### src/hw/rtl/stsr_pkg.sv
package stsr_pkg;

   // Field widths fixed by the interface
   localparam int POS_W  = 17;
   localparam int DATA_W = 32;

   // Default tree size and command queue depth
   localparam int MAX_LEAVES_DEFAULT = 65536;
   localparam int CMDQ_DEPTH         = 2;

   // Input item kinds
   typedef enum logic [1:0] {
      KIND_LOAD  = 2'd0,
      KIND_ADD   = 2'd1,
      KIND_QUERY = 2'd2
   } kind_type;

   // Commands handed from the front to the tree engine
   typedef enum logic [1:0] {
      OP_LOAD,
      OP_ADD,
      OP_QUERY,
      OP_QERR
   } op_type;

   // Tree engine states
   typedef enum logic [2:0] {
      ST_CLEAR,
      ST_IDLE,
      ST_UPD_LEAF,
      ST_UPD_WALK,
      ST_QUERY
   } back_state_type;

   typedef struct packed {
      logic [1:0]               kind;
      logic [POS_W-1:0]         position;
      logic signed [DATA_W-1:0] amount;
      logic [POS_W-1:0]         first_index;
      logic [POS_W-1:0]         last_index;
   } req_type;

   typedef struct packed {
      logic signed [DATA_W-1:0] range_sum;
      logic                     range_error;
   } rsp_type;

   // For writes, first carries the position
   typedef struct packed {
      op_type            op;
      logic [DATA_W-1:0] amount;
      logic [POS_W-1:0]  first;
      logic [POS_W-1:0]  last;
   } cmd_type;

endpackage

### src/hw/rtl/stsr_front.sv
module stsr_front #(
   parameter int MAX_LEAVES = stsr_pkg::MAX_LEAVES_DEFAULT
) (
   input  logic                      clock,
   input  logic                      reset,
   input  logic                      req_push,
   input  stsr_pkg::req_type         req_data,
   output logic                      req_full,
   input  logic                      csr_we,
   input  logic [stsr_pkg::POS_W-1:0] csr_wdata,
   input  logic                      q_full,
   input  logic                      clearing,
   output logic                      q_push,
   output stsr_pkg::cmd_type         q_data
);
   import stsr_pkg::*;

   localparam int LW = $clog2(MAX_LEAVES + 1);
   localparam int CW = (POS_W > LW) ? POS_W : LW;

   logic [POS_W-1:0] num_elements_ff;
   logic             pos_ok;
   logic             range_ok;
   logic             keep;

   // Hold the size register
   always_ff @(posedge clock) begin
      if (reset) begin
         num_elements_ff <= POS_W'(1);
      end else if (csr_we) begin
         num_elements_ff <= csr_wdata;
      end
   end

   // Check positions against the size in use
   assign pos_ok = (req_data.position != '0)
                   && (req_data.position <= num_elements_ff)
                   && (CW'(req_data.position) <= CW'(MAX_LEAVES));
   assign range_ok = (req_data.first_index != '0)
                     && (req_data.last_index <= num_elements_ff)
                     && (CW'(req_data.last_index) <= CW'(MAX_LEAVES))
                     && (req_data.first_index <= req_data.last_index);

   // Classify the beat; drop bad writes and unused kinds here
   always_comb begin
      keep          = 1'b0;
      q_data.op     = OP_LOAD;
      q_data.amount = req_data.amount;
      q_data.first  = req_data.first_index;
      q_data.last   = req_data.last_index;
      case (req_data.kind)
         KIND_LOAD, KIND_ADD: begin
            keep         = pos_ok;
            q_data.op    = (req_data.kind == KIND_ADD) ? OP_ADD : OP_LOAD;
            q_data.first = req_data.position;
         end
         KIND_QUERY: begin
            keep      = 1'b1;
            q_data.op = range_ok ? OP_QUERY : OP_QERR;
         end
         default: begin
            keep = 1'b0;
         end
      endcase
   end

   assign req_full = q_full || clearing;
   assign q_push   = req_push && !req_full && keep;

endmodule

### config.mk
export PLATFORM = sky130hd
export DESIGN_NAME = stsr_front
export DESIGN_NICKNAME = d
export VERILOG_FILES = /design/src/hw/rtl/stsr_pkg.sv /design/src/hw/rtl/stsr_front.sv
export SDC_FILE = /design/constraint.sdc
export NUM_CORES = 1
export LEC_CHECK = 0
export BUFFER_PORTS_ARGS = -buffer_cell sky130_fd_sc_hd__buf_2
export CELL_PAD_IN_SITES_DETAIL_PLACEMENT = 1
export CELL_PAD_IN_SITES_GLOBAL_PLACEMENT = 2
export CORE_AREA = 2 2 113 115
export DETAILED_ROUTE_END_ITERATION = 10
export DIE_AREA = 0 0 115 117
export HOLD_SLACK_MARGIN = 0.12
export PLACE_DENSITY = 0.84
export SETUP_SLACK_MARGIN = 0.15
export SYNTH_ARGS = -nofsm -noshare
export SYNTH_HDL_FRONTEND = slang
export SYNTH_SLANG_ARGS = --single-unit
### constraint.sdc
create_clock -name clock -period 2.49 [get_ports clock]
set_clock_uncertainty 0.15 [all_clocks]
set_input_delay 0.3735 -clock clock [delete_from_list [all_inputs] [get_ports clock]]
set_output_delay 0.3735 -clock clock [all_outputs]
set_load 0.03 [all_outputs]
==> results.toml, run 1 <==
[grt]
grt_use_total = 0.144
grt_remaining_overflow = 0
grt_max_degree = 21
antenna_found_initial = 0
grt_pass1_wl_mm = 15.1
grt_pass1_vias = 3007

[layout]
drive_gt1_frac = 0.534
largestRegisters = "num_elements_ff: 17 flops"
syn_to_final_growth_pct = 45.5
fin_cells = 596
largest_reg_flops = 17
nets = 606
antenna_cells = 0
nFillCells = 1511
top_register = "num_elements_ff"
final_area_sq_um = 3690

[synthesis]
synth.most_common_cell = "ha_1"
synth_top_area_share = 0.251
ys_seq_area_frac = 0.134
synth_edf_count = 0
netlist_top_cells_area = "ha_1, buf_4, dfxtp_1"
syn_inst = 316
yosys_register_bits = 17
avgSynthCellArea_sq_um = 8.04
synth_cell_type_count = 31
async_flop_share = 0
synthTopCellsByCount = "ha_1, buf_4, inv_1, nor2_1, dfxtp_1"
yosysWarnings = 0
ys.flop_type = "dfxtp_1"
syn-cell-area_sq_um = 2540
syn-num-nets = 475
yosys.area.top_type = "ha_1"

[worst_setup_path]
max_stage_delay_ps = 330
reg2reg_slack_ps = 1490
r2r_start = "num_elements_ff[8]"
startpoint = "num_elements_ff[7]"
r2r_end = "num_elements_ff[8]"
crit_type = "reg -> out"
path_cells = "inv_2, ha_4, nand4_1, buf_4, buf_4, nor2_4, nand4_1, and3_4, or3_4, buf_6"
ff2ff_path_depth = 4
endpoint_kind = "output pin"
critPathSlowestCell = "dfxtp_2"
critPathTopFamily = "simple AND/OR/NAND/NOR gates"
timing.critical_path.buf_inv = 4
worstPathMaxFanout = 3
arrival_ps = 2230
required_ps = 1970
start_kind = "register"
cp.depth = 10

[floorplanning]
core_sq_um = 12300
die_h_um = 117
fp.dieW_um = 115
row_count = 41
initial_utilization = 0.206
die_area_sq_um = 13500
io_pins = 178

[sta]
whs_ps = 185
rsz0062_at_grt = "yes"
hold_viol_final = 0
fin_ws_ps = -268
fmax_ghz = 0.363
setup_violations = 2
tightest_slew_ps = 533
finalWorstPathRequiredPeriod_ps = 2760
finalCritPeriodShare = 1.11
slew_violations = 0
relSlewSlack = 0.645

[routing]
avgViaCountPerCell = 4.54
drtIter0Drc = 71
dr.pass1.iters = 4
vias = 2708
drc = 0
routedWlPerCell_um = 16.6
ant_nets = 0
drt_wl_total_mm = 9.92

[min_path]
whs_path_depth = 2
hold_path_class = "in -> reg"
hold_start = "csr_wdata[0]"
min_to = "num_elements_ff[0]"

[job]
drv_cap = 0

[placement]
portBuffers = 113
place_congestion = 0.809
hpwlAfterDp_mm = 8.71
place_area_sq_um = 3410
placed_cells = 588

[outcome]
outcome = "complete, but fails checks"
violations = "negative setup slack"

[clock_tree]
clock_path_buffers = 2
clk_latency_ps = 240
tritoncts = "built"
path_clk_slew_ps = 50
cts_root_buffer = "clkbuf_16"
numCtsBuffers = 3
htree_levels = 1
cts_num_sinks = 17

[power_and_ir_drop]
power_density_nw_per_um2 = 346
leakage_nw = 1.87
irDropWorstVdd_mv = 0.239
worst max path at each step:
stage | slack, ps | endpoint
final | -270 | q_data[66]
after global placement | -220 | q_data[66]
after floorplan | 150 | q_push
after detailed placement | -270 | q_data[66]
after global routing | -350 | q_data[66]
after CTS | -260 | q_data[66]
stage by stage:
stage | util | setup TNS [ps] | power [mW] | setup slack (ps)
global route | 0.300 | -662 | 1.38 | -345
global placement | 0.277 | -439 | 0.891 | -225
detailed placement | 0.277 | -488 | 0.917 | -273
CTS | 0.297 | -469 | 1.29 | -264
floorplan | - | 0 | 0.734 | 146
finish | 0.300 | -442 | 1.28 | -268
layout by cell type (no fill, tap or decap), types with 3 or more instances in the layout:
cell,instances
inv_2,8
nand2_1,10
dfxtp_2,8
nand4_1,10
o21ai_0,9
a21oi_1,14
ha_4,9
a21o_1,4
buf_2,111
and4_1,3
inv_1,31
nor4_1,12
clkbuf_16,3
mux2i_1,16
a31oi_1,3
dfxtp_1,9
ha_1,41
nand3_1,4
nor2b_1,4
o21ai_1,4
nor2_1,24
buf_4,68
mux2_2,16
repair_timing:
action,in CTS,in global routing
gates resized for setup,37,3
hold buffers,0,0
pin swaps,12,7
setup buffers,3,1
cloned,0,0
endpoints found under the hold margin,0,0
endpoints found under the setup margin,2,2
power breakdown:
group	switching (mW)	internal, mW	total (mW)
registers	0.0106	0.291	0.301
clock network	0.103	0.217	0.320
logic	0.353	0.303	0.656
cell type report:
cell class              count  area [sq um]  area share
multi-input cells         205          1840       0.499
repair buffers            181          1090       0.295
flip-flops and latches     17           350      0.0948
well taps                 150           188      0.0508
inverters                  39           146      0.0396
clock buffers               4          78.8      0.0213
routing by layer:
| metal | global-route usage | part of all wire | wire [um] | vias to the layer above |
|---|---|---|---|---|
| li1 | - | - | - | 1332 |
| met1 | 0.161 | 0.40 | 3950 | 1272 |
| met2 | 0.273 | 0.53 | 5240 | 82 |
| met3 | 0.0170 | 0.040 | 397 | 22 |
| met4 | 0.0651 | 0.034 | 341 | 0 |
| met5 | 0 | 0 | 0 | - |
cells by family after synthesis:
logic type | synth area share
AO/OA/AOI/OAI | 0.117
multiplexers | 0.134
adder cells (fa/ha/maj) | 0.251
buffers and inverters | 0.212
AND/OR/NAND/NOR | 0.148
XOR/XNOR | 0.00345
flip-flops | 0.134
Power figures use the tool's default switching activity.
==> inputs of run 2 (changes only) <==
CORE_AREA = 2 2 145 91   (was 2 2 113 115)
DIE_AREA = 0 0 147 93   (was 0 0 115 117)
==> run 2 against run 1 <==
The run still ends with negative setup slack left. Worst setup slack got worse by 2.6 ps. Wire length increased by 12%. Cell area increased by 3.1%. Largest power group unchanged.
==> results.toml, run 2 (synthesis results as in run 1) <==
[placement]
portBuffers = 113
place_congestion = 0.845
hpwlAfterDp_mm = 9.48
place_area_sq_um = 3460
placed_cells = 611

[worst_setup_path]
path_cells = "buf_2, buf_4, nor4_1, buf_4, a41oi_1, o21ai_0, o21ai_0, or3_4, buf_6"
reg2reg_slack_ps = 1470
critPathSlowestCell = "nor4_1"
r2r_end = "num_elements_ff[2]"
crit_type = "in -> out"
worstPathMaxFanout = 3
r2r_start = "num_elements_ff[2]"
start_kind = "input port"
arrival_ps = 2240
crit_end = "q_data[66]"
ff2ff_path_depth = 4
required_ps = 1970
max_stage_delay_ps = 400
startpoint = "req_data[3]"
endpoint_kind = "output pin"

[routing]
routedWlPerCell_um = 18.0
vias = 2764
ant_nets = 0
drtIter0Drc = 48
drt_wl_total_mm = 11.1
dr.pass1.iters = 4
drc = 0
avgViaCountPerCell = 4.47

[layout]
mostFrequentLayoutCells = "buf_2, buf_4, ha_1"
drive_gt1_frac = 0.561
nFillCells = 1530
fin_cells = 619
largest_reg_flops = 17
largestRegisters = "num_elements_ff: 17 flops"
final_area_sq_um = 3810
syn_to_final_growth_pct = 50.0
antenna_cells = 0
layout_commonest_cell = "buf_2"
fin_util = 0.307
nets = 609
top_register = "num_elements_ff"

[clock_tree]
cts_num_sinks = 17
htree_levels = 1
numCtsBuffers = 3
tritoncts = "built"
clock_path_buffers = 2
clk_latency_ps = 250
cts_root_buffer = "clkbuf_16"
path_clk_slew_ps = 50

[sta]
whs_ps = 183
finalCritPeriodShare = 1.11
tightest_slew_ps = 522
relSlewSlack = 0.651
finalWorstPathRequiredPeriod_ps = 2760
setup_violations = 2
rsz0062_at_grt = "yes"
slew_violations = 0
fin_ws_ps = -270
fmax_ghz = 0.362
hold_viol_final = 0
fin_tns_setup_ps = -445

[grt]
grt_pass1_vias = 3122
grt_use_total = 0.156
grt_max_degree = 21
grt_remaining_overflow = 0
antenna_found_initial = 0
grt_pass1_wl_mm = 16.6

[floorplanning]
die_area_sq_um = 13700
initial_utilization = 0.205
die_h_um = 93
row_count = 32
io_pins = 178
core_sq_um = 12400
fp.dieW_um = 147

[outcome]
outcome = "complete, but fails checks"
violations = "negative setup slack"

[job]
drv_cap = 0

[power_and_ir_drop]
power_density_nw_per_um2 = 346
irDropWorstVdd_mv = 0.172
leakage_nw = 1.89

[min_path]
hold_path_class = "in -> reg"
[run 2: cell types whose count changed in the layout (fill, tap and decap cells not counted), moves of 3 or more]
cell   before  now
inv_4       0    3
buf_4      68   71
ha_4        9   13
ha_1       41   37
inv_1      31   28
[run 2: worst min-delay path by stage]
stage | startpoint | endpoint | cells past startpoint
3_5_place_dp | num_elements_ff[13] | num_elements_ff[13] | 2
5_1_grt | csr_wdata[0] | num_elements_ff[0] | 2
3_3_place_gp | num_elements_ff[16] | num_elements_ff[16] | 2
6_report | csr_wdata[0] | num_elements_ff[0] | 2
2_1_floorplan | num_elements_ff[10] | num_elements_ff[10] | 2
4_1_cts | csr_wdata[0] | num_elements_ff[0] | 2
[run 2: layout make-up]
type | instances | area [sq um] | area share
repair buffers | 184 | 1110 | 0.292
flip-flops and latches | 17 | 352 | 0.0923
inverters | 39 | 154 | 0.0404
multi-input cells | 205 | 1900 | 0.499
clock buffers | 4 | 78.8 | 0.0207
well taps | 170 | 213 | 0.0558
[run 2: critical path, delay by kind of cell]
family	cells	cell delay [ps]
AND/OR/NAND/NOR	2	790
AO/OA/AOI/OAI	3	470
buffers and inverters	4	600
[run 2: what timing repair did]
item / 4_1_cts / 5_1_grt
endpoints found under the setup margin: 2 / 2
hold buffers: 0 / 0
pin swaps: 15 / 11
resized for setup: 37 / 19
buffers inserted: 4 / 0
[run 2: report_power, final]
group	internal (mW)	total, mW	switching (mW)
clock	0.217	0.320	0.103
combinational	0.319	0.697	0.378
sequential	0.291	0.303	0.0124
[run 2: stage by stage]
step                      setup WS, ps  power, mW
after global routing              -346       1.40
after floorplan                    146      0.734
after global placement            -231      0.891
final                             -270       1.32
after CTS                         -272       1.30
after detailed placement          -312      0.928
[run 2: layer usage]
| metal | global-route usage | up-vias | routed length (um) |
|---|---|---|---|
| li1 | - | 1336 | - |
| met1 | 0.196 | 1309 | 5200 |
| met2 | 0.272 | 95 | 5240 |
| met3 | 0.0273 | 24 | 455 |
| met4 | 0.0513 | 0 | 245 |
| met5 | 0 | - | 0 |
==> inputs of run 3 (changes only) <==
GPL_TIMING_DRIVEN = 0   (was default)
==> run 3 against run 2 <==
The flow still finishes with violations (negative setup slack). Final cell count grew 2.3%. Utilization is 0.40 points lower. Maximum frequency hardly changed. Die area stayed put.
==> results.toml, run 3 (synthesis results as in run 1) <==
[outcome]
outcome = "complete, but fails checks"
violations = "negative setup slack"

[layout]
mostFrequentLayoutCells = "buf_2, buf_4, ha_1"
nets = 623
largest_reg_flops = 17
top_register = "num_elements_ff"
syn_to_final_growth_pct = 48.1
drive_gt1_frac = 0.553
antenna_cells = 0
layout_commonest_cell = "buf_2"
nFillCells = 1545
largestRegisters = "num_elements_ff: 17 flops"

[worst_setup_path]
critPathSlowestCell = "dfxtp_1"
arrival_ps = 2240
critPathTopFamily = "compound AO/OA/AOI/OAI gates"
r2r_start = "num_elements_ff[0]"
crit_type = "reg -> out"
timing.critical_path.buf_inv = 2
endpoint_kind = "output pin"
path_cells = "inv_2, ha_1, a21oi_1, o21ai_1, a221oi_2, o21ai_1, and3_1, or3_4, buf_6"
required_ps = 1970
reg2reg_slack_ps = 1520
start_kind = "register"
crit_top_cell = "o21ai_1"
max_stage_delay_ps = 350
ff2ff_path_depth = 2
worstPathMaxFanout = 2
r2r_end = "num_elements_ff[0]"

[routing]
drc = 0
routedWlPerCell_um = 16.5
drt_wl_total_mm = 10.4
ant_nets = 0
vias = 2757
drtIter0Drc = 78
avgViaCountPerCell = 4.36
dr.pass1.iters = 4

[sta]
slew_violations = 0
fin_tns_setup_ps = -502
hold_viol_final = 0
setup_violations = 2
whs_ps = 180
tightest_slew_ps = 573
rsz0062_at_grt = "yes"
finalWorstPathRequiredPeriod_ps = 2760
fin_ws_ps = -272
finalCritPeriodShare = 1.11
relSlewSlack = 0.618
fmax_ghz = 0.362

[floorplanning]
io_pins = 178
core_sq_um = 12400
initial_utilization = 0.205
fp.dieW_um = 147
die_h_um = 93
die_area_sq_um = 13700
row_count = 32

[power_and_ir_drop]
power_density_nw_per_um2 = 354
irDropWorstVdd_mv = 0.246
leakage_nw = 1.91

[grt]
grt_pass1_wl_mm = 15.6
met3_usage = 0.0205
grt_pass1_vias = 2896
grt_util_met1 = 0.200
grt_use_total = 0.146
grt_remaining_overflow = 0
antenna_found_initial = 0
grt_util_met2 = 0.246
grt.busiest_layer = "met2"
grt_max_degree = 11

[min_path]
hold_start = "csr_wdata[0]"
min_to = "num_elements_ff[0]"
whs_path_depth = 2
hold_path_class = "in -> reg"

[clock_tree]
clk_latency_ps = 250
postCtsHoldBufs = 0
htree_levels = 1
cts_root_buffer = "clkbuf_16"
path_clk_slew_ps = 50
clock_path_buffers = 2
cts_num_sinks = 17
numCtsBuffers = 3
tritoncts = "built"

[placement]
hpwlAfterDp_mm = 9.30
dp_slack_ps = -268
place_congestion = 0.801
portBuffers = 143

[job]
drv_cap = 0
-- run 3: changes by cell type in the layout (fill, tap and decap cells not counted), sizes merged --
| cell | delta |
|---|---|
| buf | +10 |
| clkbuf | +3 |
| clkinv | +1 |
-- run 3: routing by layer --
metal  up-vias  routed length (um)  share of wire
li1       1363                   -              -
met1      1311                5040           0.48
met2        73                4860           0.47
met3        10                 450          0.043
met4         0                 102         0.0098
met5         -                   0              0
-- run 3: worst max-delay path by stage --
stage,endpoint,slack (ps),cells past startpoint,startpoint
floorplan,q_push,150,7,req_data[68]
global placement,q_push,-220,9,req_data[68]
detailed placement,q_push,-270,9,req_data[68]
CTS,q_data[66],-270,9,num_elements_ff[2]
global route,q_data[66],-380,9,num_elements_ff[6]
finish,q_data[66],-270,9,num_elements_ff[12]
-- run 3: final cells by class --
cell class | count | area [sq um] | area share
inverters | 39 | 149 | 0.0396
clock inverters | 1 | 5.00 | 0.00133
repair buffers | 143 | 728 | 0.194
clock buffers | 3 | 75.1 | 0.0200
flip-flops and latches | 17 | 350 | 0.0931
multi-input cells | 205 | 1850 | 0.491
well taps | 170 | 213 | 0.0566
plain buffers | 55 | 393 | 0.104
-- run 3: stage by stage --
| stage | power (mW) | cell area (sq um) | std cells | util |
|---|---|---|---|---|
| after global placement | 0.943 | 3500 | 629 | 0.282 |
| after detailed placement | 0.972 | 3500 | 629 | 0.282 |
| final | 1.33 | 3760 | 633 | 0.303 |
| after floorplan | 0.734 | 2570 | 316 | - |
| after global routing | 1.42 | 3760 | 633 | 0.303 |
| after CTS | 1.32 | 3680 | 633 | 0.297 |
-- run 3: repair_timing --
item / CTS / global route
pin swaps: 9 / 10
setup endpoints to repair: 2 / 2
hold endpoints to repair: 0 / 0
buffers inserted: 0 / 0
gates cloned: 0 / 0
resized for setup: 31 / 12
-- run 3: power breakdown --
| group | total (mW) | internal, mW | switching (mW) |
|---|---|---|---|
| clock network | 0.317 | 0.215 | 0.102 |
| registers | 0.303 | 0.291 | 0.0124 |
| logic | 0.712 | 0.298 | 0.415 |
