### config.mk
export PLATFORM = sky130hd
export DESIGN_NAME = stsr_cmdq
export DESIGN_NICKNAME = d
export VERILOG_FILES = /design/src/hw/rtl/stsr_pkg.sv /design/src/hw/rtl/stsr_cmdq.sv
export SDC_FILE = /design/constraint.sdc
export NUM_CORES = 1
export LEC_CHECK = 0
export BUFFER_PORTS_ARGS = -buffer_cell sky130_fd_sc_hd__clkbuf_2
export CAP_MARGIN = 20
export CORE_ASPECT_RATIO = 1.25
export CORE_UTILIZATION = 52
export DETAILED_ROUTE_END_ITERATION = 6
export PLACE_DENSITY = 0.82
export SLEW_MARGIN = 40
export SYNTH_ARGS = -nofsm -noshare
export SYNTH_HDL_FRONTEND = slang
export SYNTH_SLANG_ARGS = --single-unit
### constraint.sdc
create_clock -name clock -period 2.9 [get_ports clock]
set_input_delay 0.145 -clock clock [delete_from_list [all_inputs] [get_ports clock]]
set_output_delay 0.145 -clock clock [all_outputs]
set_load 0.03 [all_outputs]
### src/hw/rtl/stsr_pkg.sv
package stsr_pkg;

   // Field widths fixed by the interface
   localparam int POS_W  = 17;
   localparam int DATA_W = 32;

   // Default tree size and command queue depth
   localparam int MAX_LEAVES_DEFAULT = 65536;
   localparam int CMDQ_DEPTH         = 2;

   // Input item kinds
   typedef enum logic [1:0] {
      KIND_LOAD  = 2'd0,
      KIND_ADD   = 2'd1,
      KIND_QUERY = 2'd2
   } kind_type;

   // Commands handed from the front to the tree engine
   typedef enum logic [1:0] {
      OP_LOAD,
      OP_ADD,
      OP_QUERY,
      OP_QERR
   } op_type;

   // Tree engine states
   typedef enum logic [2:0] {
      ST_CLEAR,
      ST_IDLE,
      ST_UPD_LEAF,
      ST_UPD_WALK,
      ST_QUERY
   } back_state_type;

   typedef struct packed {
      logic [1:0]               kind;
      logic [POS_W-1:0]         position;
      logic signed [DATA_W-1:0] amount;
      logic [POS_W-1:0]         first_index;
      logic [POS_W-1:0]         last_index;
   } req_type;

   typedef struct packed {
      logic signed [DATA_W-1:0] range_sum;
      logic                     range_error;
   } rsp_type;

   // For writes, first carries the position
   typedef struct packed {
      op_type            op;
      logic [DATA_W-1:0] amount;
      logic [POS_W-1:0]  first;
      logic [POS_W-1:0]  last;
   } cmd_type;

endpackage

### src/hw/rtl/stsr_cmdq.sv
module stsr_cmdq (
   input  logic              clock,
   input  logic              reset,
   input  logic              push,
   input  stsr_pkg::cmd_type push_data,
   output logic              full,
   input  logic              pop,
   output logic              valid,
   output stsr_pkg::cmd_type pop_data
);
   import stsr_pkg::*;

   localparam int PW = (CMDQ_DEPTH > 1) ? $clog2(CMDQ_DEPTH) : 1;
   localparam int NW = $clog2(CMDQ_DEPTH + 1);

   cmd_type         slots [CMDQ_DEPTH];
   logic [PW-1:0]   wr_ptr_ff, wr_ptr_in;
   logic [PW-1:0]   rd_ptr_ff, rd_ptr_in;
   logic [NW-1:0]   count_ff, count_in;
   logic            do_push;
   logic            do_pop;

   assign full     = (count_ff == NW'(CMDQ_DEPTH));
   assign valid    = (count_ff != '0);
   assign do_push  = push && !full;
   assign do_pop   = pop && valid;
   assign pop_data = slots[rd_ptr_ff];

   // Advance pointers and count
   always_comb begin
      wr_ptr_in = wr_ptr_ff;
      rd_ptr_in = rd_ptr_ff;
      count_in  = count_ff;
      if (do_push) begin
         wr_ptr_in = (wr_ptr_ff == PW'(CMDQ_DEPTH - 1)) ? '0 : wr_ptr_ff + PW'(1);
      end
      if (do_pop) begin
         rd_ptr_in = (rd_ptr_ff == PW'(CMDQ_DEPTH - 1)) ? '0 : rd_ptr_ff + PW'(1);
      end
      if (do_push && !do_pop) begin
         count_in = count_ff + NW'(1);
      end else if (do_pop && !do_push) begin
         count_in = count_ff - NW'(1);
      end
   end

   always_ff @(posedge clock) begin
      if (reset) begin
         wr_ptr_ff <= '0;
         rd_ptr_ff <= '0;
         count_ff  <= '0;
      end else begin
         wr_ptr_ff <= wr_ptr_in;
         rd_ptr_ff <= rd_ptr_in;
         count_ff  <= count_in;
      end
   end

   // Store the pushed beat
   always_ff @(posedge clock) begin
      if (do_push) begin
         slots[wr_ptr_ff] <= push_data;
      end
   end

endmodule

==> metrics.md, run 1 <==
| Metric | Value |
|---|---|
| Total length of routed wires | `slightly above 10,000 um` |
| Top-level I/O count | `roughly 140` |
| Slowest cell on crit path | `sky130_fd_sc_hd__dfxtp_4` |
| Element type at the critical path start | `register` |
| Aggregate global routing overflow | `0` |
| Number of antenna cells inserted | `0` |
| Detailed-route vias per instance | `5.047` |
| Most used routing layer in global routing | `met2` |
| Nature of the critical path endpoint | `output port` |
| Net Count, Synth | `slightly above 300` |
| Final-report hold violation count | `0` |
| Maximum clock path buffer count | `2` |
| Detailed placement HPWL | `around 5600 um` |
| Relative contribution of sequential cells to total power | `40.5%` |
| Later-pin clock latency in the skew report | `approximately 400 ps` |
| Number of global-route vias before repair | `about 3,300` |
| Critical path peak fanout | `40` |
| Number of CTS-inserted buffers | `17` |
| Count of distinct cell types in the synthesized netlist | `17` |
| Remaining antenna violation count after routing | `0` |
| Data arrival time of the critical path | `roughly 2000 ps` |
| Die outline width | `91.48 um` |
| Ratio of cells with drive above 1 in the final layout | `just over 50%` |
| Max-slew headroom | `about three fifths` |
| Starting density of the core | `53.87%` |
| Mapped Avg Cell Area | `between 20 and 25 um2` |
| CTS tree | `done` |
| Vias post-DR | `around 3,000` |
| Leakage power figure | `between 2 and 3 nW` |
| Die Height | `roughly 110 um` |
| Initial antenna violation count | `0` |
| Drt initial violations | `170` |
| Switching component of the power | `~2.1 mW` |
| Portion of total power attributed to the clock network | `between 30 and 40%` |
| Number of iterations in the first detailed-routing pass | `4` |
| Setup_tns | `0 ps` |
| Area growth from synthesis to layout | `40.88%` |
| Global-route wire length before repair | `~16,000 um` |
| Maximum ir drop on the vdd rail | `around 0.0007 V` |
| Global routing usage summed across all routing layers | `20.92%` |
| Most area-hungry cell type in the Yosys netlist | `sky130_fd_sc_hd__edfxtp_1` |
| Min Clock Period, post-route | `about 2200 ps` |
| # nets final | `between 500 and 600` |
| Power density over cell area | `between 900 and 1000 nW/um2` |
| Class of the most critical setup path | `reg2out` |
| Pin count of the biggest net entering global routing | `69` |
| Timing-limited maximum frequency | `approximately 460 MHz` |
| Htree depth | `4` |
| Post_cts resized | `0` |
| Finished Core Util | `between 70 and 80%` |
| GR Util met3 | `roughly 6.8%` |
| Internal Pwr Total | `~4.7 mW` |
| Combined area of all synthesized cells | `approximately 5200 um2` |
| Combinational power share | `29.0%` |
| Crit share post-route | `~74%` |
| RSZ-0062 raised after global routing | `no` |
| Wire length per cell | `around 17 um` |
| Fillers | `approximately 540` |
| Cells traversed along the worst timing path | `buf_12 -> mux2_2 -> clkbuf_2` |
| Leading post-synthesis cells by cell area | `sky130_fd_sc_hd__edfxtp_1 78%, sky130_fd_sc_hd__mux2_2 10%, sky130_fd_sc_hd__mux2_4 5.8%, sky130_fd_sc_hd__dfxtp_1 1.9%, sky130_fd_sc_hd__buf_6 0.65%` |
| Fraction of post-synthesis cell area in the top cell type by area | `roughly four fifths` |
| Actual slew at the worst max-slew pin | `a little over 600 ps` |
| Final setup vio count | `0` |
| Overall die area | `between 10,000 and 15,000 um2` |
| TritonCTS sink count | `around 140` |
| Count of mapped cells out of synthesis | `between 200 and 250` |
| Core outline area | `approximately 9700 um2` |
| Yosys warns | `0` |
| Slew Viols, Final | `0` |
| Sequential area share after synthesis | `just over 80%` |
| Worst hold-check path type | `in2reg` |
| CTS Root Buffer Type | `sky130_fd_sc_hd__clkbuf_16` |
| Met1 usage | `21.18%` |
| Rows | `40` |
| Number of remaining DRC errors | `0` |
| GPL Wtd Cong | `a little under 0.7` |
| FF+latch count, synth | `roughly 140` |
| CTS clk-pin slew, worst paths | `around 50 ps` |
| Critical Path Max Stage Delay | `between 700 and 800 ps` |
| Worst hold margin | `around 140 ps` |
| Required time of the critical path | `2760 ps` |
| Count of port buffers added during placement | `~140` |
| Outcome | `finished, final reports clean` |
| Switching part of the total power | `30.91%` |
| Reported max-cap violation count | `0` |
| Met2 routing resource usage after global routing | `37.69%` |
| Maximum clock skew at final layout | `approximately 8.7 ps` |
## what timing repair did
item	4_1_cts	5_1_grt
endpoints found under the setup margin	0	0
hold buffers	69	0
hold endpoints to repair	141	0
buffers inserted	0	0
## layout make-up
| cell class | instances | area (um2) | area share [%] |
|---|---|---|---|
| Timing Repair Buffer | 213 | 1456 | 19.87 |
| Sequential cell | 141 | 4188 | 57.13 |
| Clock buffer | 22 | 444.2 | 6.059 |
| Clock inverter | 10 | 121.4 | 1.656 |
| Multi-Input combinational cell | 86 | 955.9 | 13.04 |
| Inverter | 2 | 7.507 | 0.1024 |
| Tap cell | 126 | 157.7 | 2.151 |
## final timing paths
kind,from,to,slack (ps),cells past startpoint
worst min register to register,wr_ptr_ff,wr_ptr_ff,510,2
worst max register to register,count_ff[0],slots[1][36],1120,4
worst min-delay path,push,wr_ptr_ff,140,4
worst max-delay path,register,pop_data[25],740,3
## state kept, by name, summed over array words and instances (netlist names), named ones only
register	cells
wr_ptr_ff	1
count_ff	2
rd_ptr_ff	1
slots	136
## cell usage after synthesis
cell type / n
sky130_fd_sc_hd__clkbuf_2: 1
sky130_fd_sc_hd__xor2_1: 3
sky130_fd_sc_hd__buf_2: 4
sky130_fd_sc_hd__a21oi_1: 2
sky130_fd_sc_hd__dfxtp_1: 5
sky130_fd_sc_hd__and2_1: 1
sky130_fd_sc_hd__nor2b_2: 1
sky130_fd_sc_hd__inv_1: 2
sky130_fd_sc_hd__mux2_4: 20
sky130_fd_sc_hd__or3_1: 2
sky130_fd_sc_hd__edfxtp_1: 136
sky130_fd_sc_hd__ha_1: 1
sky130_fd_sc_hd__mux2_2: 48
sky130_fd_sc_hd__nor2_1: 4
sky130_fd_sc_hd__o21ai_0: 3
sky130_fd_sc_hd__or2_2: 1
sky130_fd_sc_hd__buf_6: 3
## per-stage QoR
step	std cells	total power, mW	area (um2)	worst slack (ps)
6_report	600	6.747	7331	741.7
4_1_cts	600	6.769	7331	689.4
3_3_place_gp	498	4.584	6055	1105
5_1_grt	600	6.994	7331	634.3
2_1_floorplan	237	4.140	5204	188.6
3_5_place_dp	499	4.638	6075	1136
## cell usage in the layout (no fill, tap or decap), drive strengths merged
master / n
a21oi: 2
and2: 1
buf: 3
bufinv: 3
clkbuf: 163
clkinv: 6
clkinvlp: 1
dfxtp: 5
dlygate4sd3: 69
edfxtp: 136
ha: 1
inv: 2
mux2: 68
nor2: 4
nor2b: 1
o21ai: 3
or2: 1
or3: 2
xor2: 3
## critical path, delay by kind of cell (launching register included)
family,cells,cell delay (ps)
buf+inv,2,480
flops,1,750
mux,1,380
## power groups by stage
stage / clock network (mW) / registers, mW / logic, mW
2_1_floorplan: 0 / 2.67 / 1.47
4_1_cts: 2.08 / 2.73 / 1.95
5_1_grt: 2.17 / 2.76 / 2.06
3_5_place_dp: 0 / 2.77 / 1.87
3_3_place_gp: 0 / 2.75 / 1.84
6_report: 2.06 / 2.73 / 1.96
## kinds of logic (layout without fill, tap and decap cells)
group | Yosys count | in the layout | share of synthesized area [%]
buf+inv | 10 | 247 | 1.274
xor+xnor | 3 | 3 | 0.5050
mux | 68 | 68 | 16.16
flops | 141 | 141 | 80.40
simple gates | 9 | 9 | 0.9378
compound gates | 5 | 5 | 0.4808
fa+ha+maj | 1 | 1 | 0.2404
## layer usage
| metal | wire (um) | up-vias | share of wire [%] |
|---|---|---|---|
| met5 | 0 | - | 0 |
| met2 | 5640 | 124 | 55 |
| li1 | - | 1383 | - |
| met1 | 3575 | 1488 | 35 |
| met3 | 573 | 33 | 5.6 |
| met4 | 387 | 0 | 3.8 |
No activity file was read; power rests on OpenSTA's default activity.
==> run 2, diff against run 1 <==
ABC_AREA = 1   (was not set)
clock period = 2 ns   (was 2.9 ns; I/O delays follow)
==> metrics.md, run 2 <==
| Metric | Value |
|---|---|
| Actual slew at the worst max-slew pin | `434.6 ps (-173.6 ps)` |
| CTS tree | `done` |
| Crit share post-route | `approximately 91%` |
| Outcome | `finished, final reports clean` |
| Number of remaining DRC errors | `0 (unchanged)` |
| Nature of the critical path endpoint | `output port` |
| Combined area of all synthesized cells | `5238 um2 (+0.65%)` |
| Top-level I/O count | `142 (unchanged)` |
| Max-slew headroom | `71.03% (+12 points)` |
| Final-report hold violation count | `0 (unchanged)` |
| # nets final | `549 (+2.8%)` |
| Die outline width | `91.77 um (+0.32%)` |
| Required time of the critical path | `1900 ps (-860 ps)` |
| Number of iterations in the first detailed-routing pass | `4 (unchanged)` |
| Most area-hungry cell type in the Yosys netlist | `sky130_fd_sc_hd__edfxtp_1` |
| Detailed placement HPWL | `5643 um (+0.87%)` |
| Data arrival time of the critical path | `1720 ps (-290 ps)` |
| Maximum clock skew at final layout | `5.663 ps (-3.073 ps)` |
| Global-route wire length before repair | `15,820 um (+0.97%)` |
| EDFF count, synth | `136 (unchanged)` |
| Die Height | `114.2 um (+0.32%)` |
| Largest registers | `slots (136), count_ff (2)` |
| Htree depth | `4 (unchanged)` |
| Max reg flops | `136 (unchanged)` |
| Setup_tns | `0 ps (unchanged)` |
| Final std cells w/o fill | `615 (+2.5%)` |
| Net Count, Synth | `322 (+3.9%)` |
| Final setup vio count | `0 (unchanged)` |
| Ratio of cells with drive above 1 in the final layout | `49.49% (-0.93 points)` |
| GPL Wtd Cong | `0.6710 (-0.16%)` |
| Total length of routed wires | `10,170 um (about the same)` |
| Number of CTS-inserted buffers | `17 (unchanged)` |
| Most common cell after layout, fill and taps aside | `sky130_fd_sc_hd__clkbuf_2` |
| Starting density of the core | `53.94% (+0.070 points)` |
| Cell Area, Placed | `6126 um2 (+0.84%)` |
| Yosys warns | `0 (unchanged)` |
| Later-pin clock latency in the skew report | `410 ps (about the same)` |
| Element type at the critical path start | `register` |
| Worst hold-check path type | `in2reg` |
| Detailed-route vias per instance | `5.008 (-0.76%)` |
| Post-synth ARST share | `0% (unchanged)` |
| TritonCTS sink count | `141 (unchanged)` |
| Post-synth top cells | `136 x sky130_fd_sc_hd__edfxtp_1, 48 x sky130_fd_sc_hd__mux2_2, 20 x sky130_fd_sc_hd__mux2_4` |
| Top_reg_cell synth | `sky130_fd_sc_hd__edfxtp_1` |
| Core outline area | `9709 um2 (+0.52%)` |
| CTS Root Buffer Type | `sky130_fd_sc_hd__clkbuf_16` |
| CTS clk-pin slew, worst paths | `50 ps (about the same)` |
| Slew Viols, Final | `0 (unchanged)` |
| Remaining antenna violation count after routing | `0 (unchanged)` |
| Initial antenna violation count | `0 (unchanged)` |
| Setup Buffers After CTS | `0 (unchanged)` |
| Most flops, register | `slots` |
| Reported max-cap violation count | `0 (unchanged)` |
| Number of global-route vias before repair | `3,324 (+1.6%)` |
| Wire length per cell | `16.54 um (-2.5%)` |
| RR Startpoint | `count_ff[1]` |
| Mapped Avg Cell Area | `21.03 um2 (-4.2%)` |
| Commonest cells after routing, fill and taps aside | `141 x sky130_fd_sc_hd__clkbuf_2, 136 x sky130_fd_sc_hd__edfxtp_1, 70 x sky130_fd_sc_hd__dlygate4sd3_1` |
| Global routing usage summed across all routing layers | `20.62% (-0.30 points)` |
| Drt initial violations | `165 (-2.9%)` |
| Critical path peak fanout | `68 (+70%)` |
| Count of port buffers added during placement | `141 (unchanged)` |
| FF+latch count, synth | `141 (unchanged)` |
| Sequential area share after synthesis | `79.89% (-0.52 points)` |
| Capturing point of the worst reg2reg path | `count_ff[1]` |
| Final non-filler cell area | `7370 um2 (+0.53%)` |
| Count of mapped cells out of synthesis | `249 (+5.1%)` |
| Pin count of the biggest net entering global routing | `69 (unchanged)` |
| Vias post-DR | `3,080 (+1.7%)` |
| Min Clock Period, post-route | `1824 ps` |
| Overall die area | `10,480 um2 (+0.63%)` |
| Rows | `40 (unchanged)` |
| Leading post-synthesis cells by cell area | `sky130_fd_sc_hd__edfxtp_1 78%, sky130_fd_sc_hd__mux2_2 10%, sky130_fd_sc_hd__mux2_4 5.7%, sky130_fd_sc_hd__dfxtp_1 1.9%, sky130_fd_sc_hd__buf_8 0.57%` |
| Count of distinct cell types in the synthesized netlist | `15 (-2)` |
| Fraction of post-synthesis cell area in the top cell type by area | `77.97% (-0.51 points)` |
| Aggregate global routing overflow | `0 (unchanged)` |
| Fillers | `569 (+4.6%)` |
| Maximum clock path buffer count | `2 (unchanged)` |
| Maximum ir drop on the vdd rail | `0.0008347 V (+19%)` |
| Number of antenna cells inserted | `0 (unchanged)` |
| Most frequent cell after synthesis | `sky130_fd_sc_hd__edfxtp_1` |
| RSZ-0062 raised after global routing | `no` |
| Class of the most critical setup path | `reg2out` |
| Reg2reg path depth | `9 (+5)` |
| Power density over cell area | `1280 nW/um2 (+39%)` |
| Placed Cells | `513 (+2.8%)` |
| Reg-to-reg slack, setup | `380 ps (-740 ps)` |
| Timing-limited maximum frequency | `around 550 MHz` |
| Area growth from synthesis to layout | `40.71%` |
| Leakage power figure | `2.900 nW (+1.3%)` |
| End point of the critical path | `pop_data[51]` |
[run 2: cell count changes after synthesis, moves of 3 or more]
cell,change
sky130_fd_sc_hd__xor2_1,-3
sky130_fd_sc_hd__inv_1,+6
sky130_fd_sc_hd__nand2_1,+7
sky130_fd_sc_hd__nor2_1,+4
[run 2: metrics by stage]
stage | total power, mW | util, % | worst slack (ps) | hold WS [ps]
floorplan | 5.806 | - | 46.75 | 198.9
global placement | 6.407 | 63.09 | 587.6 | 289.2
detailed placement | 6.479 | 63.09 | 443.2 | 292.1
CTS | 9.468 | 75.90 | 165.6 | 129.7
global route | 9.799 | 75.90 | 118.1 | 193.5
finish | 9.433 | 75.90 | 175.6 | 164.6
[run 2: logic make-up (layout without fill, tap and decap cells)]
family / Yosys count / count (layout) / share of synthesized area (%)
buffers and inverters: 16 / 256 / 1.959
adders and majority gates: 1 / 1 / 0.2389
AOI/OAI and AO/OA: 5 / 5 / 0.4777
and+or+nand+nor: 18 / 18 / 1.386
muxes: 68 / 68 / 16.05
DFF: 141 / 141 / 79.89
[run 2: worst min path at each step]
stage / start / endpoint / cells after the start
3_5_place_dp: push_data[8] / slots[1][8] / 1
2_1_floorplan: push_data[0] / slots[0][0] / 0
4_1_cts: push / wr_ptr_ff / 4
6_report: push / wr_ptr_ff / 4
3_3_place_gp: push_data[8] / slots[0][8] / 1
5_1_grt: push / wr_ptr_ff / 4
[run 2: power by group]
group          switching (mW)  total (mW)  internal, mW
combinational            1.71        2.70         0.985
sequential              0.115        3.85          3.74
clock                    1.07        2.88          1.82
total                    2.89        9.43          6.54
[run 2: timing repair]
| action | CTS | global route |
|---|---|---|
| resized for setup | 0 | 0 |
| endpoints found under the hold margin | 139 | 0 |
| hold buffers | 70 | 0 |
[run 2: worst max-delay path, cell delays in order, from the launching register on]
cell,delay [ps]
sky130_fd_sc_hd__dfxtp_4,340
sky130_fd_sc_hd__buf_12,340
sky130_fd_sc_hd__mux2_2,410
sky130_fd_sc_hd__clkbuf_2,180
[run 2: routing by layer]
metal | GRT usage, % | routed length (um)
met2 | 37.49 | 5630
met4 | 11.25 | 205
met5 | 0 | 0
met1 | 22.10 | 3774
met3 | 4.914 | 561
[run 2: layout make-up]
| type | count | area [um2] | share of cell area, % |
|---|---|---|---|
| flip-flops and latches | 141 | 4188 | 56.83 |
| multi-input cells | 92 | 969.7 | 13.16 |
| inverters | 8 | 30.03 | 0.4075 |
| clock inverters | 9 | 95.09 | 1.290 |
| repair buffers | 216 | 1481 | 20.10 |
| clock buffers | 23 | 447.9 | 6.078 |
| well taps | 126 | 157.7 | 2.139 |
